===== config.mk =====
export PLATFORM = sky130hd
export DESIGN_NAME = irrigation_pump_scheduler
export DESIGN_NICKNAME = d
export VERILOG_FILES = /design/src/rtl/ips_pkg.sv /design/src/rtl/ips_step.sv /design/src/rtl/irrigation_pump_scheduler.sv
export SDC_FILE = /design/constraint.sdc
export NUM_CORES = 1
export LEC_CHECK = 0
export BUFFER_PORTS_ARGS = -buffer_cell sky130_fd_sc_hd__buf_2
export CAP_MARGIN = 20
export CELL_PAD_IN_SITES_DETAIL_PLACEMENT = 1
export CELL_PAD_IN_SITES_GLOBAL_PLACEMENT = 1
export CORE_AREA = 2 2 131 133
export CTS_CLUSTER_SIZE = 28
export DETAILED_ROUTE_END_ITERATION = 6
export DIE_AREA = 0 0 133 135
export GPL_ROUTABILITY_DRIVEN = 0
export PLACE_DENSITY_LB_ADDON = 0.3
export SLEW_MARGIN = 20
export SYNTH_ARGS = -nofsm -noshare
export SYNTH_HDL_FRONTEND = slang
export SYNTH_HIERARCHICAL = 1
export SYNTH_SLANG_ARGS = --single-unit

===== constraint.sdc =====
create_clock -name clk_i -period 6.6 [get_ports clk_i]
set_input_delay 1.32 -clock clk_i [delete_from_list [all_inputs] [get_ports clk_i]]
set_output_delay 1.32 -clock clk_i [all_outputs]
set_load 0.01 [all_outputs]

===== src/rtl/ips_pkg.sv =====
// Package for the irrigation pump scheduler: codes, word types and reset values.
package ips_pkg;

  typedef enum logic [2:0] {
    ST_IDLE     = 3'd0,
    ST_CHANGING = 3'd1,
    ST_WAITING  = 3'd2,
    ST_PUMPING  = 3'd3,
    ST_ERROR    = 3'd4
  } state_e;

  typedef enum logic [1:0] {
    MODE_TICK   = 2'd0,
    MODE_BUTTON = 2'd1,
    MODE_WATER  = 2'd2,
    MODE_POT    = 2'd3
  } mode_e;

  // Configuration register indexes
  localparam logic CFG_CHANGE_HOLD = 1'b0;
  localparam logic CFG_TICKS_PER_MIN = 1'b1;

  localparam int unsigned CfgIdxW  = 1;
  localparam int unsigned CfgDataW = 8;

  localparam logic [7:0] CHANGE_HOLD_RESET = 8'd30;
  localparam logic [5:0] TICKS_PER_MIN_RESET = 6'd60;

  typedef struct packed {
    logic [1:0]  mode;
    logic [9:0]  pump_seconds;
    logic [13:0] interval_minutes;
    logic        water_present;
    logic        pot_channel;
  } in_t;

  typedef struct packed {
    logic [2:0]  status;
    logic        pump_on;
    logic [9:0]  seconds_left;
    logic [13:0] minutes_left;
    logic [7:0]  hold_left;
    logic        shown_channel;
    logic        no_water_seen;
    logic        error_lamp;
  } out_t;

  typedef struct packed {
    state_e      cur;
    state_e      saved;
    logic [9:0]  pump_cnt;
    logic [13:0] wait_cnt;
    logic [13:0] stored_int;
    logic [5:0]  tick;
    logic [7:0]  hold;
    logic        chan;
    logic        drive;
    logic        dry;
    logic        err;
    logic [9:0]  preset;
  } sched_t;

  localparam sched_t SCHED_RESET = '{
    cur:        ST_IDLE,
    saved:      ST_IDLE,
    pump_cnt:   10'd0,
    wait_cnt:   14'd0,
    stored_int: 14'd0,
    tick:       6'd0,
    hold:       8'd0,
    chan:       1'b0,
    drive:      1'b0,
    dry:        1'b0,
    err:        1'b0,
    preset:     10'd0
  };

endpackage


===== src/rtl/ips_step.sv =====
// Next-state logic of the scheduler for one event word.
module ips_step (
  input  ips_pkg::sched_t state_i,
  input  ips_pkg::in_t    in_i,
  input  logic [7:0]      chs_i,
  input  logic [5:0]      tpm_i,
  output ips_pkg::sched_t state_o
);
  import ips_pkg::*;

  always_comb begin
    sched_t s;
    s = state_i;
    case (mode_e'(in_i.mode))
      MODE_TICK: begin
        // changing hold first, then pump on-time, then minute check
        if (s.cur == ST_CHANGING) begin
          if (s.hold <= 8'd1) begin
            s.hold = 8'd0;
            s.cur  = s.saved;
          end else begin
            s.hold = s.hold - 8'd1;
          end
        end
        if (s.cur == ST_PUMPING) begin
          if (s.pump_cnt <= 10'd1) begin
            s.pump_cnt = 10'd0;
            s.drive    = 1'b0;
            s.cur      = ST_WAITING;
            s.wait_cnt = s.stored_int;
          end else begin
            s.pump_cnt = s.pump_cnt - 10'd1;
          end
        end
        s.tick = s.tick + 6'd1;
        if (s.tick == tpm_i) begin
          s.tick = 6'd0;
          if (s.cur == ST_WAITING) begin
            if (s.wait_cnt <= 14'd1) begin
              s.wait_cnt = 14'd0;
              s.cur      = ST_PUMPING;
              s.drive    = 1'b1;
              s.pump_cnt = s.preset;
            end else begin
              s.wait_cnt = s.wait_cnt - 14'd1;
            end
          end
        end
      end
      MODE_BUTTON: begin
        s.err        = 1'b0;
        s.preset     = in_i.pump_seconds;
        s.stored_int = in_i.interval_minutes;
        s.cur        = ST_PUMPING;
        s.drive      = 1'b1;
        s.pump_cnt   = in_i.pump_seconds;
      end
      MODE_WATER: begin
        s.dry = ~in_i.water_present;
        if (!in_i.water_present) begin
          s.drive = 1'b0;
          if (s.cur == ST_PUMPING) begin
            s.wait_cnt = s.stored_int;
          end
          s.cur = ST_ERROR;
          s.err = 1'b1;
        end
      end
      MODE_POT: begin
        if (s.cur != ST_CHANGING) begin
          s.saved = s.cur;
        end
        s.cur  = ST_CHANGING;
        s.chan = in_i.pot_channel;
        s.hold = chs_i;
      end
      default: begin
        s = state_i;
      end
    endcase
    state_o = s;
  end

endmodule


===== src/rtl/irrigation_pump_scheduler.sv =====
// Top level of the irrigation pump scheduler.
//
// Usage:
//   Input channel (in_valid_i / in_stall_o / in_data_i) carries one event word:
//   tick, button press, water sample or pot change. Every accepted word gives
//   exactly one result word on the output channel (out_valid_o / out_stall_i /
//   out_data_o) with the scheduler state after that event.
//   Throughput: one word per cycle while the result register is not stalled. A
//   word lands in the input register, is stepped through the next-state logic
//   and shows on out_data_o from the result register.
//   The step logic between the input register and the result register is the
//   only work per word, so it sets that rate.
//   Configuration: cfg_we_i writes cfg_wdata_i into register cfg_idx_i
//   (0 change hold seconds, 1 ticks per minute); write only while idle.
//   Reset: rst_ni low clears all scheduler state to idle with the pump off,
//   loads the register defaults (30 s hold, 60 ticks per minute) and empties
//   both pipeline stages.
//   Stall: when out_stall_i holds a full result register, the input register
//   holds too and in_stall_o rises until the result is taken.
module irrigation_pump_scheduler (
  input  logic                             clk_i,
  input  logic                             rst_ni,
  input  logic                             in_valid_i,
  output logic                             in_stall_o,
  input  ips_pkg::in_t                     in_data_i,
  output logic                             out_valid_o,
  input  logic                             out_stall_i,
  output ips_pkg::out_t                    out_data_o,
  input  logic                             cfg_we_i,
  input  logic [ips_pkg::CfgIdxW-1:0]      cfg_idx_i,
  input  logic [ips_pkg::CfgDataW-1:0]     cfg_wdata_i
);
  import ips_pkg::*;

  logic [7:0] chs_val_q;
  logic [5:0] tpm_q;

  logic   in_valid_q;
  in_t    in_q;
  logic   out_valid_q;
  out_t   out_q;
  sched_t sched_q;
  sched_t sched_d;

  logic out_free;
  logic step_fire;
  logic in_take;

  // Result register can take a word when empty or being drained
  assign out_free  = !out_valid_q || !out_stall_i;
  assign step_fire = in_valid_q && out_free;
  // Hold the input register while its word cannot move on
  assign in_stall_o = in_valid_q && !out_free;
  assign in_take    = in_valid_i && !in_stall_o;

  // Configuration registers
  always_ff @(posedge clk_i or negedge rst_ni) begin
    if (!rst_ni) begin
      chs_val_q <= CHANGE_HOLD_RESET;
      tpm_q     <= TICKS_PER_MIN_RESET;
    end else if (cfg_we_i) begin
      case (cfg_idx_i)
        CFG_CHANGE_HOLD:   chs_val_q <= cfg_wdata_i;
        CFG_TICKS_PER_MIN: tpm_q     <= cfg_wdata_i[5:0];
        default: begin
          chs_val_q <= chs_val_q;
        end
      endcase
    end
  end

  // Input register
  always_ff @(posedge clk_i or negedge rst_ni) begin
    if (!rst_ni) begin
      in_valid_q <= 1'b0;
    end else if (in_take) begin
      in_valid_q <= 1'b1;
    end else if (step_fire) begin
      in_valid_q <= 1'b0;
    end
  end

  always_ff @(posedge clk_i) begin
    if (in_take) begin
      in_q <= in_data_i;
    end
  end

  ips_step u_step (
    .state_i (sched_q),
    .in_i    (in_q),
    .chs_i   (chs_val_q),
    .tpm_i   (tpm_q),
    .state_o (sched_d)
  );

  // Scheduler state advances only when the stepped word moves out
  always_ff @(posedge clk_i or negedge rst_ni) begin
    if (!rst_ni) begin
      sched_q <= SCHED_RESET;
    end else if (step_fire) begin
      sched_q <= sched_d;
    end
  end

  // Result register
  always_ff @(posedge clk_i or negedge rst_ni) begin
    if (!rst_ni) begin
      out_valid_q <= 1'b0;
    end else if (step_fire) begin
      out_valid_q <= 1'b1;
    end else if (!out_stall_i) begin
      out_valid_q <= 1'b0;
    end
  end

  always_ff @(posedge clk_i) begin
    if (step_fire) begin
      out_q.status        <= sched_d.cur;
      out_q.pump_on       <= sched_d.drive;
      out_q.seconds_left  <= sched_d.pump_cnt;
      out_q.minutes_left  <= sched_d.wait_cnt;
      out_q.hold_left     <= sched_d.hold;
      out_q.shown_channel <= sched_d.chan;
      out_q.no_water_seen <= sched_d.dry;
      out_q.error_lamp    <= sched_d.err;
    end
  end

  assign out_valid_o = out_valid_q;
  assign out_data_o  = out_q;

endmodule


# ---- Yosys cells after proc, flatten, opt, wreduce, memory -nomap -nowiden
# Index checks and enable logic that the tools add are counted.
dict set report word_totals {
  register_bits 155
  out_inout_bits 41
}
dict set report op_classes {
  n_reduce_logical 15
  muxes 42
  magnitude_cmp 3
  n_eq_ne 10
  addsub 4
  bitwise 2
}
# op n
set op_table {}
lappend op_table {{$mux 24} 4}
lappend op_table {{$mux 14} 4}
lappend op_table {{$mux 3} 10}
lappend op_table {{$pmux 14 s2} 1}
lappend op_table {{$mux 10} 2}
lappend op_table {{$pmux 10 s2} 1}
lappend op_table {{$mux 8} 2}
lappend op_table {{$pmux 8 s2} 1}
lappend op_table {{$le 14x1->1 const B} 1}
lappend op_table {{$sub 14x1->14 const B} 1}
lappend op_table {{$mux 1} 13}
lappend op_table {{$pmux 3 s4} 1}
lappend op_table {{$le 10x1->1 const B} 1}
lappend op_table {{$sub 10x1->10 const B} 1}
lappend op_table {{$eq 3x2->1 const B} 3}
lappend op_table {{$le 8x1->1 const B} 1}
lappend op_table {{$reduce_and 2->1} 4}
lappend op_table {{$sub 8x1->8 const B} 1}
lappend op_table {{$add 6x1->6 const B} 1}
lappend op_table {{$eq 6x6->1} 1}
lappend op_table {{$mux 6} 1}
lappend op_table {{$eq 2x2->1 const B} 2}
lappend op_table {{$logic_not 1->1} 4}
lappend op_table {{$eq 3x1->1 const B} 1}
lappend op_table {{11 further kinds} 14}

# ---- Longest topological paths before layout
# Gate-level depths: netlist of the first run.
dict set report logic_depth {
  depth_word 12
  depth_mapped 15
  depth_no_buf 13
}

# ---- Cells and area by module
# The synthesis of the first run kept the hierarchy.
# module n_inst cells_per_inst seq_area_each_um2 area_per_inst_um2
set modules_own_cells {}
lappend modules_own_cells {irrigation_pump_scheduler 1 258 4224.1 5667.9}
lappend modules_own_cells {ips_step 1 408 0.0 2920.3}

# ---- Worst setup path before layout of the first run
# OpenSTA, ideal clock, no wires.
dict set report synth_timing {
  kind {register -> register}
  from {register sched_q[21] (netlist name)}
  to {register sched_q[69] (netlist name)}
  synth_period_minus_slack_ns 3.140
  stages_incl_launch_ff 14
  setup_ns 0.125
  slack_ns 3.460
  t_arrival_ns 3.014
  required_ns 6.475
  path_cell_list {dfrtp_1 -> nor4_2 -> nand3_2 -> o21a_1 -> buf_2 -> nor2_2 -> mux2i_1 -> inv_1 -> ha_1 -> o211ai_1 -> o21ai_4 -> buf_4 -> a2bb2oi_2 -> mux2_4}
}
# element line_no
set synth_lines {}
lappend synth_lines {{start: declaration} irrigation_pump_scheduler.sv:42} ;# sched_t sched_q;
lappend synth_lines {{start signal: assignment} irrigation_pump_scheduler.sv:102} ;# sched_q <= sched_d;

==> results.toml, run 1 <==
[floorplan]
io_pins = 83
floorplan.die.height_um = 135
area_enclosed_by_the_die_boundary_um2 = 18000
initial_utilization = 0.523
rows = 47
die_width_um = 133
placeableCoreArea_um2 = 16400

[yosys]
synth_area_um2 = 8590
synth_largest_area_cell = "sky130_fd_sc_hd__edfxtp_1"
yosysSeqAreaShare = 0.492
synth_flop_cell = "sky130_fd_sc_hd__dfrtp_1"
synth_area_per_cell_um2 = 12.9
number_of_distinct_library_cells_after_synthesis = 81
netlist.area_leader.share = 0.234
ys_seq_elements = 155
syn-instance-count = 666
count_of_flip_flops_with_a_built_in_enable_after_synthesis = 67
synth.top_cells.by_area = "sky130_fd_sc_hd__edfxtp_1, sky130_fd_sc_hd__dfrtp_1, sky130_fd_sc_hd__mux2_4"
synth_nets = 719
yosys_warnings = 6
post_synth_arst_share = 0.568

[global_routing]
first_pass_grt_wire_length_um = 34400
grt_start_max_net_pins = 112
grt.total_usage = 0.247
grt_overflow = 0
initial_antenna_violation_count = 0
number_of_global_route_vias_before_repair = 6352

[cells_and_area]
layout.cells.most_common_list = "sky130_fd_sc_hd__buf_2, sky130_fd_sc_hd__dfrtp_1, sky130_fd_sc_hd__mux2_4, sky130_fd_sc_hd__edfxtp_1, sky130_fd_sc_hd__mux2_2"
finalNetCount = 788
area_growth_syn_to_layout_pct = 13.0
post_route_cells_drive_above_1_share = 0.377
final_core_utilization = 0.591
leading_cell_type_in_the_layout_fill_and_taps_excluded = "sky130_fd_sc_hd__buf_2"
antenna_cells = 0

[detailed_routing]
detail_route.iter0.violations = 475
ant_nets = 0
wl_per_cell_um = 21.9
drc = 0
drt_wl_total_um = 21200
dr_total_vias = 5874
avgViaCountPerCell = 6.07
drt_pre_antenna_iters = 4

[timing]
final-max-slew-violation-count = 0
worst-slew-pin-transition_ps = 1140
max_slew_margin = 0.238
finalCritPeriodShare = 0.702
setup_violations = 0
setup_slack_ps = 1960
grt_setup_unrepaired = "no"
max_clock_freq_mhz = 216
fin_worst_skew_ps = 11.3
fin_crit_ps = 4640
setup_tns_ps = 0
report.final.hold_viol_count = 0

[clock_network]
clock_tree_root = "sky130_fd_sc_hd__clkbuf_16"
post-cts-setup-buffer-count = 0
post_cts_resize_count = 0
cts.hold.buffers_added = 0
cts_num_sinks = 155
htree_num_levels = 4
insertion_delay_ps = 440
tritoncts = "yes"
path_clk_slew_ps = 60
max-clock-path-buffers = 2
cts_made_buffers = 17

[critical_path]
critPathLaunchType = "register"
crit_path_end_kind = "register"
timing.critical_path.fanout_max = 13
timing_worst_setup_path_type = "reg2reg"
critical_path_required_ps = 6920
arrival_time_of_data_at_the_critical_path_endpoint_ps = 4950

[status]
status = "complete, no violations"

[placement]
place_ws_ps = 1690
hpwlAfterDp_um = 13800
io_buffer_count = 82

[pwr]
power.density_nw_per_um2 = 428
power.static_leakage_nw = 3.91
worst_ir_drop_vdd_mv = 0.239

[run]
drv.max_cap_violation_count = 0

[hold_path]
worstHoldPathType = "reg2reg"
-- cells by family (layout without fill, tap and decap cells) --
logic type      after synthesis  after routing  synth area share
compound gates              168            168             0.148
fa+ha+maj                    11             11            0.0160
buf+inv                      53            135            0.0412
mux                         129            129             0.198
xor+xnor                     17             17            0.0173
flops                       155            155             0.492
simple gates                133            133            0.0881
-- registers in the layout, summed over array words and instances, names as in the netlist --
| signal | flops |
|---|---|
| in_q | 28 |
| sched_q | 72 |
| tpm_q | 6 |
| out_valid_o | 1 |
| chs_val_q | 8 |
| in_valid_q | 1 |
| out_data_o | 39 |
-- routing by layer --
metal / routed length [um] / vias to the layer above / track usage
li1: - / 2708 / -
met1: 9170 / 3017 / 0.308
met2: 11000 / 125 / 0.434
met3: 722 / 24 / 0.0477
met4: 312 / 0 / 0.0830
met5: 0 / - / 0
-- report_power, final --
part	total [mW]	internal, mW	switching, mW	leakage [nW]
combinational	1.38	0.711	0.669	1.88
clock	1.08	0.675	0.409	0.304
sequential	1.69	1.32	0.370	1.73
-- through the flow --
step           cells  hold slack, ps  power (mW)  cell area [um^2]
5_1_grt          968             532        4.36              9700
6_report         968             500        4.15              9700
3_3_place_gp     935             466        2.94              9040
3_5_place_dp     935             485        3.04              9040
4_1_cts          967             502        4.16              9690
2_1_floorplan    666             447        2.66              8590
-- cell usage after synthesis, drive strengths merged, types with 6 or more instances --
cell       n
nor3      25
edfxtp    67
nor2      23
xnor2      9
dfrtp     80
or4        6
a22oi     25
nand2     25
o21ai     35
a21oi     30
o31ai     11
dfstp      8
o2111ai    6
o211ai    20
o21a       7
nor2b      6
mux2i     11
inv       14
ha        11
nor4      12
xor2       8
nand3     11
buf       21
clkbuf    17
mux2     118
-- final timing paths --
kind	startpoint	end	slack (ps)	cells past startpoint
max in group asynchronous	rst_ni	sched_q[34]	4650	2
min in group asynchronous	rst_ni	sched_q[19]	880	1
setup reg to reg	sched_q[21]	sched_q[58]	1960	12
setup / recovery	sched_q[21]	sched_q[58]	1960	12
hold / removal	in_valid_q	out_valid_o	500	1
hold reg to reg	in_valid_q	out_valid_o	500	1
-- area by class of cell --
type	instances	area (um^2)
Clock inverter	13	216
Tap cell	220	275
Clock buffer	19	433
Multi-Input combinational cell	458	4030
Timing Repair Buffer	88	470
Fill cell	1677	6710
Inverter	15	56.3
Sequential cell	155	4220
-- critical path, stage by stage, from the launching register on --
cell	delay, ps
sky130_fd_sc_hd__dfrtp_1	420
sky130_fd_sc_hd__nor4_2	510
sky130_fd_sc_hd__nand3_2	200
sky130_fd_sc_hd__o21a_1	380
sky130_fd_sc_hd__nor2_2	600
sky130_fd_sc_hd__mux2i_1	410
sky130_fd_sc_hd__inv_1	90
sky130_fd_sc_hd__ha_1	200
sky130_fd_sc_hd__o211ai_1	390
sky130_fd_sc_hd__clkbuf_4	310
sky130_fd_sc_hd__or2_1	530
sky130_fd_sc_hd__o211ai_2	190
sky130_fd_sc_hd__mux2_4	280
Note: power is estimated with default switching activity, not from simulation.
==> run 2, diff against run 1 <==
CORE_AREA = 2 2 143 145   (was 2 2 131 133)
DIE_AREA = 0 0 145 147   (was 0 0 133 135)
clock period = 4.04 ns   (was 6.6 ns; I/O delays follow)
==> run 2 against run 1 <==
  * First-iteration DRC count decreased by 25%
  * Largest cell class unchanged
  * Critical path depth unchanged
  * Setup slack got worse by 1700 ps
  * Via count is 0.95% higher
  * Combinational power grew 64%
  * Utilization decreased by 9.9 points
  * Cell area rose by 0.64%
  * Non-clock buffer count rose by 8
  * Clock skew down 2.1 ps
==> results.toml, run 2 (same netlist as run 1, synthesis figures left out) <==
[status]
status = "complete, no violations"

[pwr]
power.density_nw_per_um2 = 675
internal_power_mw = 4.23
p_sw_mw = 2.36
design_power_total_mw = 6.59
pwr-share-comb = 0.345
clock_power_share = 0.236
worst_ir_drop_vdd_mv = 0.419
seqPwrFrac = 0.419
power.static_leakage_nw = 3.93
swShare = 0.358

[clock_network]
path_clk_slew_ps = 60
cts_made_buffers = 17
tritoncts = "yes"
cts_num_sinks = 155
clock_tree_root = "sky130_fd_sc_hd__clkbuf_16"
post-cts-setup-buffer-count = 0
insertion_delay_ps = 430
cts.hold.buffers_added = 0
max-clock-path-buffers = 2
htree_num_levels = 4

[timing]
setup_tns_ps = 0
report.final.hold_viol_count = 0
max_clock_freq_mhz = 266
setup_slack_ps = 279
fin_crit_ps = 3760
fin_worst_skew_ps = 9.19
grt_setup_unrepaired = "no"
worst-slew-pin-transition_ps = 932
finalCritPeriodShare = 0.931
setup_violations = 0
final-max-slew-violation-count = 0
max_slew_margin = 0.379

[detailed_routing]
avgViaCountPerCell = 5.78
dr_total_vias = 5930
drc = 0
ant_nets = 0
detail_route.iter0.violations = 358
drt_pre_antenna_iters = 4
drt_wl_total_um = 21300
wl_per_cell_um = 20.8

[global_routing]
grt_start_max_net_pins = 112
grt_overflow = 0
grt.total_usage = 0.202
initial_antenna_violation_count = 0
number_of_global_route_vias_before_repair = 6363
first_pass_grt_wire_length_um = 34400

[floorplan]
die_width_um = 145
floorplan.die.height_um = 147
placeableCoreArea_um2 = 19800
rows = 52
io_pins = 83
area_enclosed_by_the_die_boundary_um2 = 21300
initial_utilization = 0.433

[critical_path]
critical_path_required_ps = 4410
timing_worst_setup_path_type = "reg2reg"
critical_path.slowest_cell = "sky130_fd_sc_hd__o31ai_1"
path_cells = "nor4bb_2, nand2_1, o21a_1, nor2_2, mux2i_1, inv_1, ha_1, o211ai_1, buf_4, o21ai_4, o31ai_1, mux2_4"
reg2reg_from = "sched_q[71]"
critPathLaunchType = "register"
crit_path_end_kind = "register"
max_stage_delay_ps = 510
startpoint = "sched_q[71]"
timing.critical_path.fanout_max = 15
arrival_time_of_data_at_the_critical_path_endpoint_ps = 4130

[placement]
hpwlAfterDp_um = 14100
place_ws_ps = 90.6
io_buffer_count = 82
detailed_place.area_um2 = 9170

[cells_and_area]
reg_with_most_ffs = "sched_q"
filler_cell_count = 2058
layout.cells.most_common_list = "sky130_fd_sc_hd__buf_2, sky130_fd_sc_hd__dfrtp_1, sky130_fd_sc_hd__mux2_4, sky130_fd_sc_hd__edfxtp_1, sky130_fd_sc_hd__mux2_2"
leading_cell_type_in_the_layout_fill_and_taps_excluded = "sky130_fd_sc_hd__buf_2"
finalNetCount = 796
post_route_cells_drive_above_1_share = 0.381
stdcell_area_um2 = 9760
area_growth_syn_to_layout_pct = 13.7
flip_flop_count_of_the_largest_register_after_layout = 72
antenna_cells = 0

[hold_path]
worstHoldPathType = "in2async"

[run]
drv.max_cap_violation_count = 0
==> run 2: cell count changes in the layout (fill, tap and decap cells not counted), moves of 2 or more <==
| cell | before | now |
|---|---|---|
| sky130_fd_sc_hd__clkinv_2 | 0 | 2 |
| sky130_fd_sc_hd__buf_4 | 5 | 14 |
| sky130_fd_sc_hd__bufinv_16 | 5 | 0 |
| sky130_fd_sc_hd__clkbuf_16 | 17 | 20 |
| sky130_fd_sc_hd__clkinv_4 | 3 | 0 |
| sky130_fd_sc_hd__inv_4 | 0 | 3 |
| sky130_fd_sc_hd__clkbuf_1 | 2 | 4 |
==> run 2: routing by layer <==
| layer | GRT usage | share of wire | vias up |
|---|---|---|---|
| met3 | 0.0450 | 0.034 | 26 |
| met5 | 0 | 0 | - |
| met2 | 0.339 | 0.50 | 149 |
| li1 | - | - | 2721 |
| met1 | 0.263 | 0.46 | 3034 |
| met4 | 0.0644 | 0.013 | 0 |
==> run 2: timing repair <==
action                                  in CTS  in global routing
endpoints found under the hold margin        0                  0
gates resized for setup                      0                  3
endpoints found under the setup margin       0                 10
==> run 2: worst paths after layout <==
kind	to	slack, ps	cells past startpoint
max reg2reg	sched_q[53]	280	12
max in group asynchronous	sched_q[58]	2610	2
min	sched_q[19]	500	1
min in group clk_i	out_valid_o	510	1
min reg2reg	out_valid_o	510	1
max	sched_q[53]	280	12
==> run 2: layout make-up <==
type,count,area [um^2],share of cell area
sequential,155,4220,0.433
multi-input combinational,458,4050,0.415
timing repair buffer,96,531,0.0543
clock buffer,24,515,0.0528
tap,270,338,0.0346
inverter,15,56.3,0.00577
clock inverter,8,52.6,0.00538
==> run 2: power by group through the flow <==
stage / Combinational [mW] / Sequential [mW] / Clock (mW)
3_3_place_gp: 2.13 / 2.72 / 0
6_report: 2.27 / 2.76 / 1.55
5_1_grt: 2.46 / 2.84 / 1.66
4_1_cts: 2.26 / 2.74 / 1.59
2_1_floorplan: 1.76 / 2.58 / 0
3_5_place_dp: 2.22 / 2.76 / 0
==> run 2: critical path, delay by kind of cell (launching register included) <==
| family | cells | cell delay [ps] |
|---|---|---|
| muxes | 2 | 610 |
| AOI/OAI and AO/OA | 4 | 1100 |
| DFF | 1 | 480 |
| buffers and inverters | 2 | 330 |
| and+or+nand+nor | 3 | 970 |
| adders and majority gates | 1 | 210 |
==> run 2: through the flow <==
| stage | instances | utilization | hold WS, ps |
|---|---|---|---|
| floorplan | 666 | - | 447 |
| global placement | 994 | 0.462 | 470 |
| detailed placement | 994 | 0.462 | 492 |
| CTS | 1026 | 0.491 | 514 |
| global route | 1026 | 0.492 | 515 |
| finish | 1026 | 0.492 | 498 |
